`config.mk`:
```
export PLATFORM = sky130hd
export DESIGN_NAME = nfc_controller_frame_receiver_unit
export DESIGN_NICKNAME = d
export VERILOG_FILES = /design/src/rtl/core/nfcfr_pkg.sv /design/src/rtl/core/nfcfr_parser.sv /design/src/rtl/core/nfc_controller_frame_receiver_unit.sv
export SDC_FILE = /design/constraint.sdc
export NUM_CORES = 1
export LEC_CHECK = 0
export BUFFER_PORTS_ARGS = -buffer_cell sky130_fd_sc_hd__buf_2
export CORE_MARGIN = 4
export CORE_UTILIZATION = 23
export CTS_CLUSTER_DIAMETER = 200
export DETAILED_ROUTE_END_ITERATION = 10
export GPL_ROUTABILITY_DRIVEN = 0
export SLEW_MARGIN = 40
export SYNTH_ARGS = -nofsm -noshare
export SYNTH_HDL_FRONTEND = slang
export SYNTH_SLANG_ARGS = --single-unit
```
`constraint.sdc`:
```
create_clock -name i_clk -period 9.2 [get_ports i_clk]
set_clock_uncertainty 0.2 [all_clocks]
set_input_delay 1.84 -clock i_clk [delete_from_list [all_inputs] [get_ports i_clk]]
set_output_delay 1.84 -clock i_clk [all_outputs]
set_load 0.005 [all_outputs]
```
`src/rtl/core/nfcfr_pkg.sv`:
```
// Package with the types and constants of the NFC controller frame receiver.
package nfcfr_pkg;

    localparam int CMD_W     = 8;
    localparam int LEN_W     = 16;
    localparam int CFG_IDX_W = 1;
    localparam int CFG_DAT_W = 16;

    localparam logic [23:0] START_CODE      = 24'h0000FF;
    localparam logic [7:0]  DIR_BYTE        = 8'hD5;
    localparam logic [7:0]  DCS_SEED        = 8'h2B;
    localparam logic [7:0]  ERR_LEN_BYTE    = 8'h01;
    localparam logic [7:0]  ALL_ONES_BYTE   = 8'hFF;
    localparam logic [7:0]  POSTAMBLE       = 8'h00;
    localparam logic [8:0]  NORMAL_LEN_SUM  = 9'h100;
    localparam logic [LEN_W-1:0] MAX_PAYLOAD_RST = 16'd264;
    localparam logic [LEN_W-1:0] MIN_RAW_LEN     = 16'd2;

    typedef enum logic [CFG_IDX_W-1:0] {
        CFG_EXPECTED_COMMAND = 1'b0,
        CFG_MAX_PAYLOAD      = 1'b1
    } t_cfg_idx;

    typedef enum logic [2:0] {
        PH_HEADER  = 3'd0,
        PH_ERRSKIP = 3'd1,
        PH_EXTLEN  = 3'd2,
        PH_DIR     = 3'd3,
        PH_CODE    = 3'd4,
        PH_DATA    = 3'd5,
        PH_DCS     = 3'd6,
        PH_POST    = 3'd7
    } t_phase;

    typedef enum logic [3:0] {
        ST_OK        = 4'd0,
        ST_START     = 4'd1,
        ST_LEN_CSUM  = 4'd2,
        ST_ERR_FRAME = 4'd3,
        ST_TOO_LONG  = 4'd4,
        ST_DIRECTION = 4'd5,
        ST_RESP_CODE = 4'd6,
        ST_DATA_CSUM = 4'd7,
        ST_POSTAMBLE = 4'd8
    } t_status;

    typedef struct packed {
        logic [CMD_W-1:0] expected_command;
        logic [LEN_W-1:0] max_payload;
    } t_cfg;

    typedef struct packed {
        logic             payload_valid;
        logic [7:0]       payload_byte;
        logic             frame_end;
        t_status          status;
        logic [LEN_W-1:0] payload_length;
    } t_result;

endpackage

```
`src/rtl/core/nfcfr_parser.sv`:
```
// Frame parser state and the per-beat decode of one received byte.
module nfcfr_parser
    import nfcfr_pkg::*;
(
    input  logic    i_clk,
    input  logic    i_rst_n,
    input  logic    i_step,
    input  logic [7:0] i_byte,
    input  t_cfg    i_cfg,
    output logic    o_emit,
    output t_result o_result
);

    t_phase           r_phase, n_phase;
    logic [2:0]       r_byte_index, n_byte_index;
    logic [39:0]      r_header_bytes, n_header_bytes;
    logic [7:0]       r_length_high, n_length_high;
    logic [LEN_W-1:0] r_frame_length, n_frame_length;
    logic [LEN_W-1:0] r_bytes_left, n_bytes_left;
    logic [7:0]       r_data_sum, n_data_sum;
    logic [7:0]       r_direction_byte, n_direction_byte;
    logic [7:0]       r_checksum_byte, n_checksum_byte;

    logic [39:0]      hdr_shift;
    logic [7:0]       hdr_len;
    logic [7:0]       resp_code;
    logic [7:0]       ext_sum;
    logic             chk_en;
    logic [LEN_W-1:0] chk_raw;
    logic [LEN_W-1:0] chk_len;
    logic             fin;
    t_status          fin_status;
    logic [LEN_W-1:0] fin_len;

    assign hdr_shift = {r_header_bytes[31:0], i_byte};
    assign hdr_len   = hdr_shift[15:8];
    assign resp_code = i_cfg.expected_command + 8'd1;
    assign ext_sum   = r_length_high + r_frame_length[7:0] + i_byte;
    assign chk_len   = chk_raw - MIN_RAW_LEN;

    always_comb begin
        n_phase          = r_phase;
        n_byte_index     = r_byte_index;
        n_header_bytes   = r_header_bytes;
        n_length_high    = r_length_high;
        n_frame_length   = r_frame_length;
        n_bytes_left     = r_bytes_left;
        n_data_sum       = r_data_sum;
        n_direction_byte = r_direction_byte;
        n_checksum_byte  = r_checksum_byte;
        chk_en           = 1'b0;
        chk_raw          = '0;
        fin              = 1'b0;
        fin_status       = ST_OK;
        fin_len          = '0;
        o_emit           = 1'b0;
        o_result         = '0;

        case (r_phase)
            PH_HEADER: begin
                n_header_bytes = hdr_shift;
                if (r_byte_index < 3'd4) begin
                    n_byte_index = r_byte_index + 3'd1;
                end else begin
                    n_byte_index = '0;
                    if (hdr_shift[39:16] != START_CODE) begin
                        fin        = 1'b1;
                        fin_status = ST_START;
                    end else if (hdr_len == ERR_LEN_BYTE && i_byte == ALL_ONES_BYTE) begin
                        n_phase = PH_ERRSKIP;
                    end else if (hdr_len == ALL_ONES_BYTE && i_byte == ALL_ONES_BYTE) begin
                        n_phase = PH_EXTLEN;
                    end else if (({1'b0, hdr_len} + {1'b0, i_byte}) != NORMAL_LEN_SUM) begin
                        fin        = 1'b1;
                        fin_status = ST_LEN_CSUM;
                    end else begin
                        chk_en  = 1'b1;
                        chk_raw = {8'h00, hdr_len};
                    end
                end
            end
            PH_ERRSKIP: begin
                if (r_byte_index < 3'd2) begin
                    n_byte_index = r_byte_index + 3'd1;
                end else begin
                    fin        = 1'b1;
                    fin_status = ST_ERR_FRAME;
                end
            end
            PH_EXTLEN: begin
                case (r_byte_index)
                    3'd0: begin
                        n_length_high = i_byte;
                        n_byte_index  = 3'd1;
                    end
                    3'd1: begin
                        n_frame_length = {r_length_high, i_byte};
                        n_byte_index   = 3'd2;
                    end
                    default: begin
                        n_byte_index = '0;
                        if (ext_sum != 8'h00) begin
                            fin        = 1'b1;
                            fin_status = ST_LEN_CSUM;
                        end else begin
                            chk_en  = 1'b1;
                            chk_raw = r_frame_length;
                        end
                    end
                endcase
            end
            PH_DIR: begin
                n_direction_byte = i_byte;
                n_phase          = PH_CODE;
            end
            PH_CODE: begin
                if (r_direction_byte != DIR_BYTE) begin
                    fin        = 1'b1;
                    fin_status = ST_DIRECTION;
                end else if (i_byte != resp_code) begin
                    fin        = 1'b1;
                    fin_status = ST_RESP_CODE;
                end else begin
                    n_data_sum   = DCS_SEED - resp_code;
                    n_bytes_left = r_frame_length;
                    n_phase      = (r_frame_length != '0) ? PH_DATA : PH_DCS;
                end
            end
            PH_DATA: begin
                n_data_sum            = r_data_sum - i_byte;
                n_bytes_left          = r_bytes_left - 16'd1;
                if (r_bytes_left == 16'd1) begin
                    n_phase = PH_DCS;
                end
                o_emit                 = 1'b1;
                o_result.payload_valid = 1'b1;
                o_result.payload_byte  = i_byte;
            end
            PH_DCS: begin
                n_checksum_byte = i_byte;
                n_phase         = PH_POST;
            end
            PH_POST: begin
                fin = 1'b1;
                if (r_checksum_byte != r_data_sum) begin
                    fin_status = ST_DATA_CSUM;
                end else if (i_byte != POSTAMBLE) begin
                    fin_status = ST_POSTAMBLE;
                end else begin
                    fin_status = ST_OK;
                    fin_len    = r_frame_length;
                end
            end
            default: begin
                n_phase = PH_HEADER;
            end
        endcase

        if (chk_en) begin
            if (chk_raw < MIN_RAW_LEN || chk_len > i_cfg.max_payload) begin
                fin        = 1'b1;
                fin_status = ST_TOO_LONG;
            end else begin
                n_frame_length = chk_len;
                n_phase        = PH_DIR;
            end
        end

        if (fin) begin
            n_phase                 = PH_HEADER;
            n_byte_index            = '0;
            o_emit                  = 1'b1;
            o_result.frame_end      = 1'b1;
            o_result.status         = fin_status;
            o_result.payload_length = fin_len;
        end
    end

    always_ff @(posedge i_clk) begin
        if (!i_rst_n) begin
            r_phase      <= PH_HEADER;
            r_byte_index <= '0;
        end else if (i_step) begin
            r_phase      <= n_phase;
            r_byte_index <= n_byte_index;
        end
    end

    always_ff @(posedge i_clk) begin
        if (i_step) begin
            r_header_bytes   <= n_header_bytes;
            r_length_high    <= n_length_high;
            r_frame_length   <= n_frame_length;
            r_bytes_left     <= n_bytes_left;
            r_data_sum       <= n_data_sum;
            r_direction_byte <= n_direction_byte;
            r_checksum_byte  <= n_checksum_byte;
        end
    end

`ifndef SYNTH
    a_data_count_live: assert property (@(posedge i_clk) disable iff (!i_rst_n)
        r_phase == PH_DATA |-> r_bytes_left != '0)
        else $error("Data phase entered with no bytes left.");

    a_header_index: assert property (@(posedge i_clk) disable iff (!i_rst_n)
        r_phase == PH_HEADER |-> r_byte_index < 3'd5)
        else $error("Header byte index out of range.");

    a_skip_index: assert property (@(posedge i_clk) disable iff (!i_rst_n)
        (r_phase == PH_ERRSKIP || r_phase == PH_EXTLEN) |-> r_byte_index < 3'd3)
        else $error("Skip or extended length index out of range.");

    a_finish_restarts: assert property (@(posedge i_clk) disable iff (!i_rst_n)
        (i_step && o_emit && o_result.frame_end) |=> r_phase == PH_HEADER && r_byte_index == '0)
        else $error("Parser did not restart at the header after a frame end.");
`endif

endmodule

```
`src/rtl/core/nfc_controller_frame_receiver_unit.sv`:
```
// Top level of the NFC controller frame receiver: input stage, config and result register.
// A byte is held in the input register until decoded, and its result is then registered.
// Throughput: one byte per cycle unless the output stalls; the input and result registers each
// hold one beat; a byte is decoded when the result register is free or drains at that edge.
// Reset: synchronous, active low; the parser returns to the header phase, both stages empty,
// expected_command clears to zero and max_payload returns to 264.
module nfc_controller_frame_receiver_unit
    import nfcfr_pkg::*;
(
    input  logic                 i_clk,
    input  logic                 i_rst_n,
    input  logic                 i_valid,
    output logic                 o_stall,
    input  logic [7:0]           i_rx_byte,
    output logic                 o_valid,
    input  logic                 i_stall,
    output logic                 o_payload_valid,
    output logic [7:0]           o_payload_byte,
    output logic                 o_frame_end,
    output logic [3:0]           o_status,
    output logic [LEN_W-1:0]     o_payload_length,
    input  logic                 i_cfg_we,
    input  logic [CFG_IDX_W-1:0] i_cfg_index,
    input  logic [CFG_DAT_W-1:0] i_cfg_data
);

    t_cfg       r_cfg;
    logic       r_in_valid;
    logic [7:0] r_in_byte;
    logic       r_out_valid;
    t_result    r_out;
    logic       step;
    logic       emit;
    t_result    result;

    assign step    = r_in_valid && (!r_out_valid || !i_stall);
    assign o_stall = r_in_valid && !step;

    always_ff @(posedge i_clk) begin
        if (!i_rst_n) begin
            r_cfg.expected_command <= '0;
            r_cfg.max_payload      <= MAX_PAYLOAD_RST;
        end else if (i_cfg_we) begin
            case (t_cfg_idx'(i_cfg_index))
                CFG_EXPECTED_COMMAND: r_cfg.expected_command <= i_cfg_data[CMD_W-1:0];
                CFG_MAX_PAYLOAD:      r_cfg.max_payload      <= i_cfg_data[LEN_W-1:0];
                default: begin
                end
            endcase
        end
    end

    always_ff @(posedge i_clk) begin
        if (!i_rst_n) begin
            r_in_valid <= 1'b0;
        end else if (i_valid && !o_stall) begin
            r_in_valid <= 1'b1;
        end else if (step) begin
            r_in_valid <= 1'b0;
        end
    end

    always_ff @(posedge i_clk) begin
        if (i_valid && !o_stall) begin
            r_in_byte <= i_rx_byte;
        end
    end

    nfcfr_parser u_parser (
        .i_clk    (i_clk),
        .i_rst_n  (i_rst_n),
        .i_step   (step),
        .i_byte   (r_in_byte),
        .i_cfg    (r_cfg),
        .o_emit   (emit),
        .o_result (result)
    );

    always_ff @(posedge i_clk) begin
        if (!i_rst_n) begin
            r_out_valid <= 1'b0;
        end else if (step) begin
            r_out_valid <= emit;
        end else if (!i_stall) begin
            r_out_valid <= 1'b0;
        end
    end

    always_ff @(posedge i_clk) begin
        if (step && emit) begin
            r_out <= result;
        end
    end

    assign o_valid          = r_out_valid;
    assign o_payload_valid  = r_out.payload_valid;
    assign o_payload_byte   = r_out.payload_byte;
    assign o_frame_end      = r_out.frame_end;
    assign o_status         = r_out.status;
    assign o_payload_length = r_out.payload_length;

`ifndef SYNTH
    a_one_kind: assert property (@(posedge i_clk) disable iff (!i_rst_n)
        o_valid |-> $onehot({o_payload_valid, o_frame_end}))
        else $error("A result beat must be either a payload byte or a frame end.");

    a_len_only_ok: assert property (@(posedge i_clk) disable iff (!i_rst_n)
        (o_valid && o_status != ST_OK) |-> o_payload_length == '0)
        else $error("Payload length set on an error result.");

    a_stall_needs_full: assert property (@(posedge i_clk) disable iff (!i_rst_n)
        o_stall |-> r_in_valid && r_out_valid && i_stall)
        else $error("Input stalled while the pipeline can move.");
`endif

endmodule
```
# [Word-level counts from Yosys, hierarchy flattened]
# Index checks and enable logic that the tools add are counted.
[totals] elab_cells=168 output_inout_bits=32 input_bits=30 regBits=166
[classes] bitwise_logic=3 n_addsub=9 reduce_logical=30 mux=82 eq_ne=21 magnitude_cmp=4
[ops] op="$mux 16" n=15
[ops] op="$pmux 16 s2" n=2
[ops] op="$mux 3" n=14
[ops] op="$mux 4" n=10
[ops] op="$mux 1" n=25
[ops] op="$mux 8" n=3
[ops] op="$ne 24x8->1 const B" n=1
[ops] op="$mux 21" n=1
[ops] op="$pmux 4 s5" n=1
[ops] op="$add 8x8->8" n=2
[ops] op="$eq 16x1->1 const B" n=1
[ops] op="$eq 8x8->1 const B" n=2
[ops] op="$gt 16x16->1" n=1
[ops] op="$lt 16x2->1 const B" n=1
[ops] op="$ne 8x8->1" n=2
[ops] op="$pmux 8 s2" n=1
[ops] op="$reduce_bool 16->1" n=1
[ops] op="$reduce_bool 8->1" n=2
[ops] op="$sub 16x1->16 const B" n=1
[ops] op="$sub 16x2->16 const B" n=1
[ops] op="$pmux 3 s5" n=1
[ops] op="$eq 3x3->1 const B" n=4
[ops] op="$reduce_and 2->1" n=5
[ops] op="$add 8x8->9" n=1
[ops] op="31 further kinds" n=51

# [Longest topological paths before layout]
[logic_depth] depth_word=15 depth_mapped=30 mapped_depth_nobuf=27

# [Cells and area by module]
# From an unflattened synthesis, not the netlist that was laid out.
[hier_totals] hier_cells=954 area_unflattened_um2=9841.9
[modules_own_cells] mod="nfcfr_parser" n_inst=1 area_per_inst_um2=7666.1 cells_each=803 seq_area_each_um2=3002.9
[modules_own_cells] mod="nfc_controller_frame_receiver_unit" n_inst=1 area_per_inst_um2=2175.8 cells_each=151 seq_area_each_um2=1661.6

# [Worst setup path after synthesis]
# No wires, ideal clock.
[synth_timing] kind="flip-flop to flip-flop" start="reg r_in_byte[1]" end="reg r_out, in the netlist o_frame_end, enable pin" required_ps=8573 period_less_slack_ps=8226 t_arrival_ps=7599 setup_time_ps=427 path_slack_ps=974 stages_incl_launch_ff=28 n_path_buf=3 path_cell_list="edfxtp_1 > fa_1 > ha_1 > inv_1 > fa_1 > nor4bb_1 > o2111a_1 > a221oi_1 > nor3_1 > and3_1 > clkbuf_1 > clkbuf_1 > a22oi_1 > ha_1 > inv_1 > a31o_2 > buf_2 > a21oi_1 > or3_1 > ha_1 > nand4_1 > or2_2 > a211oi_1 > nor3_1 > a21oi_1 > a21oi_4 > o21a_4 > a21oi_1"
[synth_between] elab_chain_cells=15 word_cells_on_any_way=42 classes_between="3 x add/sub; 2 x order compare; 3 x eq/ne; 29 x mux; 5 x reduce/logical"
[synth_rtl] element="from (decl)" line_no="nfc_controller_frame_receiver_unit.sv:29" text="logic [7:0] r_in_byte;"
[synth_rtl] element="from (signal assigned)" line_no="nfc_controller_frame_receiver_unit.sv:65" text="r_in_byte <= i_rx_byte;"
[synth_rtl] element="$add 8x8->9" line_no="nfcfr_parser.sv:73" text="end else if (({1'b0, hdr_len} + {1'b0, i_byte}) != NORMAL_LEN_SUM) begin"
[synth_rtl] element="$ne 9x9->1" line_no="nfcfr_parser.sv:73"
[synth_rtl] element="$mux 8" line_no="nfcfr_parser.sv:73"
[synth_rtl] element="$mux 16" line_no="nfcfr_parser.sv:71" text="end else if (hdr_len == ALL_ONES_BYTE && i_byte == ALL_ONES_BYTE) begin"
[synth_rtl] element="$mux 16" line_no="nfcfr_parser.sv:69" text="end else if (hdr_len == ERR_LEN_BYTE && i_byte == ALL_ONES_BYTE) begin"
[synth_rtl] element="$mux 16" line_no="nfcfr_parser.sv:66" text="if (hdr_shift[39:16] != START_CODE) begin"
[synth_rtl] element="$mux 16" line_no="nfcfr_parser.sv:62" text="if (r_byte_index < 3'd4) begin"
[synth_rtl] element="$pmux 16 s2" line_no="nfcfr_parser.sv:59" text="case (r_phase)"
[synth_rtl] element="$sub 16x2->16" line_no="nfcfr_parser.sv:39" text="assign chk_len = chk_raw - MIN_RAW_LEN;"
[synth_rtl] element="$gt 16x16->1" line_no="nfcfr_parser.sv:160" text="if (chk_raw < MIN_RAW_LEN || chk_len > i_cfg.max_payload) begin"
[synth_rtl] element="$logic_or 1x1->1" line_no="nfcfr_parser.sv:160"
[synth_rtl] element="$mux 1" line_no="nfcfr_parser.sv:160"
[synth_rtl] element="$mux 1 *" line_no="nfcfr_parser.sv:159" text="if (chk_en) begin"
[synth_rtl] element="$mux 1 *" line_no="nfcfr_parser.sv:169" text="if (fin) begin"
[synth_rtl] element="$logic_and 1x1->1 *" line_no="nfc_controller_frame_receiver_unit.sv:90" text="if (step && emit) begin"
[synth_rtl] element="to (signal assigned)" line_no="nfc_controller_frame_receiver_unit.sv:91" text="r_out <= result;"
[synth_rtl] element="to (decl)" line_no="nfc_controller_frame_receiver_unit.sv:31" text="t_result r_out;"
# Mark *: on every way between the ends. The rest lies on a longest branch, timed or not.
# A chain may end at the register's enable or synchronous reset.

# [Final worst setup path]
[layout_timing] start="reg r_in_byte[0]" end="reg r_out, in the netlist o_payload_length[13], enable pin"
# The elaborated chain is that of the path after synthesis.

==> impl_metrics.py <==
metrics = {
    "routing": {
        "drtIter0Drc": 592,
        "routedWlPerCell_um": 17.78,
        "vias_per_cell": 4.781,
        "vias": 7262,
        "drc": 0,
        "finalWirelength_um": 27010,
        "drtPass1Iterations": 5,
        "ant_nets": 0,
    },
    "critical_path": {
        "cp.depth": 27,
        "worstSetupPathType": "reg -> reg",
        "r2r_setup_slack_ns": 1.02,
        "arrival_ns": 8.13,
        "crit_path_max_fanout": 28,
        "startpoint_type": "flip-flop",
        "reg2reg_depth": 27,
        "cp_slowest_cell": "and3_1",
        "critPathMaxStageDelay_ns": 0.66,
        "setup.worst_path.end_class": "flip-flop",
        "cpLargestDelayFamily": "compound AO/OA/AOI/OAI gates",
        "worst-path-buf-inv": 5,
        "worst_path_most_repeated_cell": "inv_1",
        "required_ns": 9.14,
        "reg2reg_from": "r_in_byte[0]$_DFFE_PP_",
        "r2r_end": "o_payload_length[13]$_SDFFCE_PP0P_",
    },
    "timing": {
        "slew_viol_final": 0,
        "worstMarginPinSlew_ns": 0.7594,
        "min_period_ns": 8.182,
        "slew_headroom_pct": 49.19,
        "fin_ws_ns": 1.018,
        "setup_violations": 0,
        "fin_crit_sh_pct": 88.94,
        "max_freq_mhz": 122.2,
        "rsz0062_at_grt": "no",
        "timing_hold_violations_final": 0,
        "tns_ns": 0,
    },
    "job": {
        "cap_violations": 0,
    },
    "min_path": {
        "worstHoldStart": "u_parser.r_header_bytes[9]$_DFFE_PP_",
        "hp-class": "reg -> reg",
        "whs_endpoint": "u_parser.r_header_bytes[17]$_DFFE_PP_",
        "hold_depth": 0,
    },
    "clock_network": {
        "cts_tree": "built",
        "htree_levels": 4,
        "clk_path_buf_depth": 2,
        "hold_buffers": 0,
        "path_clk_slew_ns": 0.07,
        "cts_setup_buffers": 0,
        "cts_buffers": 17,
        "clk_latency_ns": 0.45,
        "cts-root-buf": "clkbuf_16",
        "cts.sinks": 166,
        "post_cts_resized": 0,
    },
    "final_layout": {
        "antennaDiodeCount": 0,
        "drive_gt1_share_pct": 13.88,
        "nNetsFinal": 1060,
        "final_cell_mix": "edfxtp_1 (134), nand2_1 (80), nor2_1 (78)",
        "final_common_cell": "edfxtp_1",
        "syn_to_final_growth_pct": 16.91,
    },
    "logic_synthesis": {
        "synth_top_family_by_area": "simple AND/OR/NAND/NOR gates",
        "synthArstFlopShare_pct": 0,
        "seq_area_frac_synth_pct": 49.10,
        "synth_area_per_cell_um2": 10.42,
        "ys_ff_latch": 166,
        "synth_simple_gate_area_share_pct": 17.49,
        "synthAdderAreaFrac_pct": 8.166,
        "synth_compound_area_share_pct": 14.28,
        "yosys_warnings": 0,
        "synthFlopType": "edfxtp_1",
        "synth_edf_count": 134,
        "synth_cell_type_count": 76,
        "syn_inst": 912,
        "syn_nets": 998,
        "synthMuxAreaShare_pct": 2.318,
        "synth_xor_area_share_pct": 5.032,
        "netlist_area_mm2": 0.009499,
    },
    "floorplanning": {
        "die_y_um": 211.2,
        "fp-row-count": 74,
        "num_io_pins": 62,
        "initial_utilization_pct": 23.26,
        "dieArea_mm2": 0.04462,
        "coreArea_mm2": 0.04083,
        "die_w_um": 211.2,
    },
    "placed_design": {
        "dp_slack_ns": 1.062,
        "io_buffers": 61,
        "hpwl_um": 20310,
    },
    "global_routing": {
        "globalRouteOverflowTotal": 0,
        "grtUsageTotal_pct": 12.10,
        "antenna_found_initial": 0,
        "grt_max_degree": 34,
        "grt_pass1_vias": 7136,
        "grt_pass1_wl_um": 41600,
    },
    "outcome": {
        "outcome": "complete, no violations",
    },
    "power": {
        "p_leak_uw": 0.004044,
        "ir_drop_uv": 103.9,
        "power_density_mw_per_mm2": 155.1,
    },
}
cells in the mapped netlist, types with 7 or more instances:
library cell / instances / area (um^2)
nor2b_1: 17 / 106.4
dfxtp_1: 32 / 640.6
nand3_1: 16 / 80.08
o21ai_0: 40 / 200.2
or3_1: 7 / 43.79
mux2i_1: 16 / 160.2
nor3_1: 30 / 150.1
fa_1: 10 / 200.2
xnor2_1: 30 / 262.8
a211oi_1: 9 / 67.56
a21boi_0: 17 / 127.6
and2_1: 25 / 156.4
clkbuf_1: 23 / 86.33
edfxtp_1: 134 / 4024
o211ai_1: 7 / 52.55
a22oi_1: 8 / 60.06
inv_1: 57 / 214.0
a21o_1: 15 / 112.6
nor4_1: 23 / 143.9
and3_1: 10 / 62.56
ha_1: 46 / 575.6
a21oi_1: 39 / 195.2
nor2_1: 79 / 296.5
xor2_1: 22 / 192.7
nand2_1: 81 / 304.0
nand4_1: 13 / 81.33
report_power, final:
| group | internal [uW] | switching [uW] | total (uW) |
|---|---|---|---|
| clock | 413 | 344 | 757 |
| combinational | 53.9 | 84.8 | 139 |
| sequential | 817 | 9.60 | 827 |
cell type report:
class                   instances  area (um^2)
multi-input cells             657         4534
clock buffers                  17        425.4
well taps                     532        665.6
flip-flops and latches        166         4664
clock inverters                15        187.7
repair buffers                 74        410.4
inverters                      58        217.7
fillers                      4260        29730
cell families (layout without fill, tap and decap cells):
family | count (synthesis) | in the layout
flip-flops | 166 | 166
buffers and inverters | 89 | 164
multiplexers | 21 | 21
adder cells (fa/ha/maj) | 56 | 56
XOR/XNOR | 53 | 53
AND/OR/NAND/NOR | 329 | 329
AO/OA/AOI/OAI | 198 | 198
per-stage QoR:
stage | power, uW | instance area (um^2) | cells | utilization [%] | hold WS [ns]
after global placement | 977.0 | 10450 | 1486 | 25.60 | 0.2235
after detailed placement | 981.1 | 10490 | 1487 | 25.69 | 0.2357
after CTS | 1735 | 11100 | 1519 | 27.19 | 0.2535
final | 1723 | 11110 | 1519 | 27.20 | 0.2492
after floorplan | 933.6 | 9499 | 912 | - | 0.2166
after global routing | 1788 | 11110 | 1519 | 27.20 | 0.2676
worst reg2reg max path: cells and delay by family (launching register included):
kind                       cells  cell delay [ns]
AOI/OAI and AO/OA             10             2.54
buffers and inverters          5             0.64
and+or+nand+nor                7             2.31
adders and majority gates      5             1.64
DFF                            1             0.57
routing by layer:
| layer | global-route usage [%] | part of all wire, % | vias up |
|---|---|---|---|
| met1 | 16.96 | 46 | 3449 |
| met3 | 2.287 | 6.4 | 43 |
| li1 | - | - | 3483 |
| met4 | 4.561 | 2.8 | 0 |
| met5 | 0 | 0 | - |
| met2 | 18.59 | 45 | 287 |
flip-flops by register name (all words and copies together) (netlist names), 3 cells and up:
name and cells:
u_parser.r_header_bytes 32, r_cfg 24, o_payload_length 16, u_parser.r_bytes_left 16
u_parser.r_frame_length 16, o_payload_byte 8, r_in_byte 8, u_parser.r_checksum_byte 8
u_parser.r_data_sum 8, u_parser.r_direction_byte 8, u_parser.r_length_high 8, o_status 4
u_parser.r_byte_index 3, u_parser.r_phase 3
worst max path at each step:
stage                                       from  slack [ns]                                  to
after floorplan           r_in_byte[1]$_DFFE_PP_        0.97               o_frame_end$_DFFE_PP_
after global placement    r_in_byte[0]$_DFFE_PP_        1.18  o_payload_length[13]$_SDFFCE_PP0P_
after detailed placement  r_in_byte[0]$_DFFE_PP_        1.06  o_payload_length[13]$_SDFFCE_PP0P_
after CTS                 r_in_byte[0]$_DFFE_PP_        1.03  o_payload_length[13]$_SDFFCE_PP0P_
after global routing      r_in_byte[0]$_DFFE_PP_        0.41  o_payload_length[13]$_SDFFCE_PP0P_
final                     r_in_byte[0]$_DFFE_PP_        1.02  o_payload_length[13]$_SDFFCE_PP0P_
No activity file was read; power rests on OpenSTA's default activity.
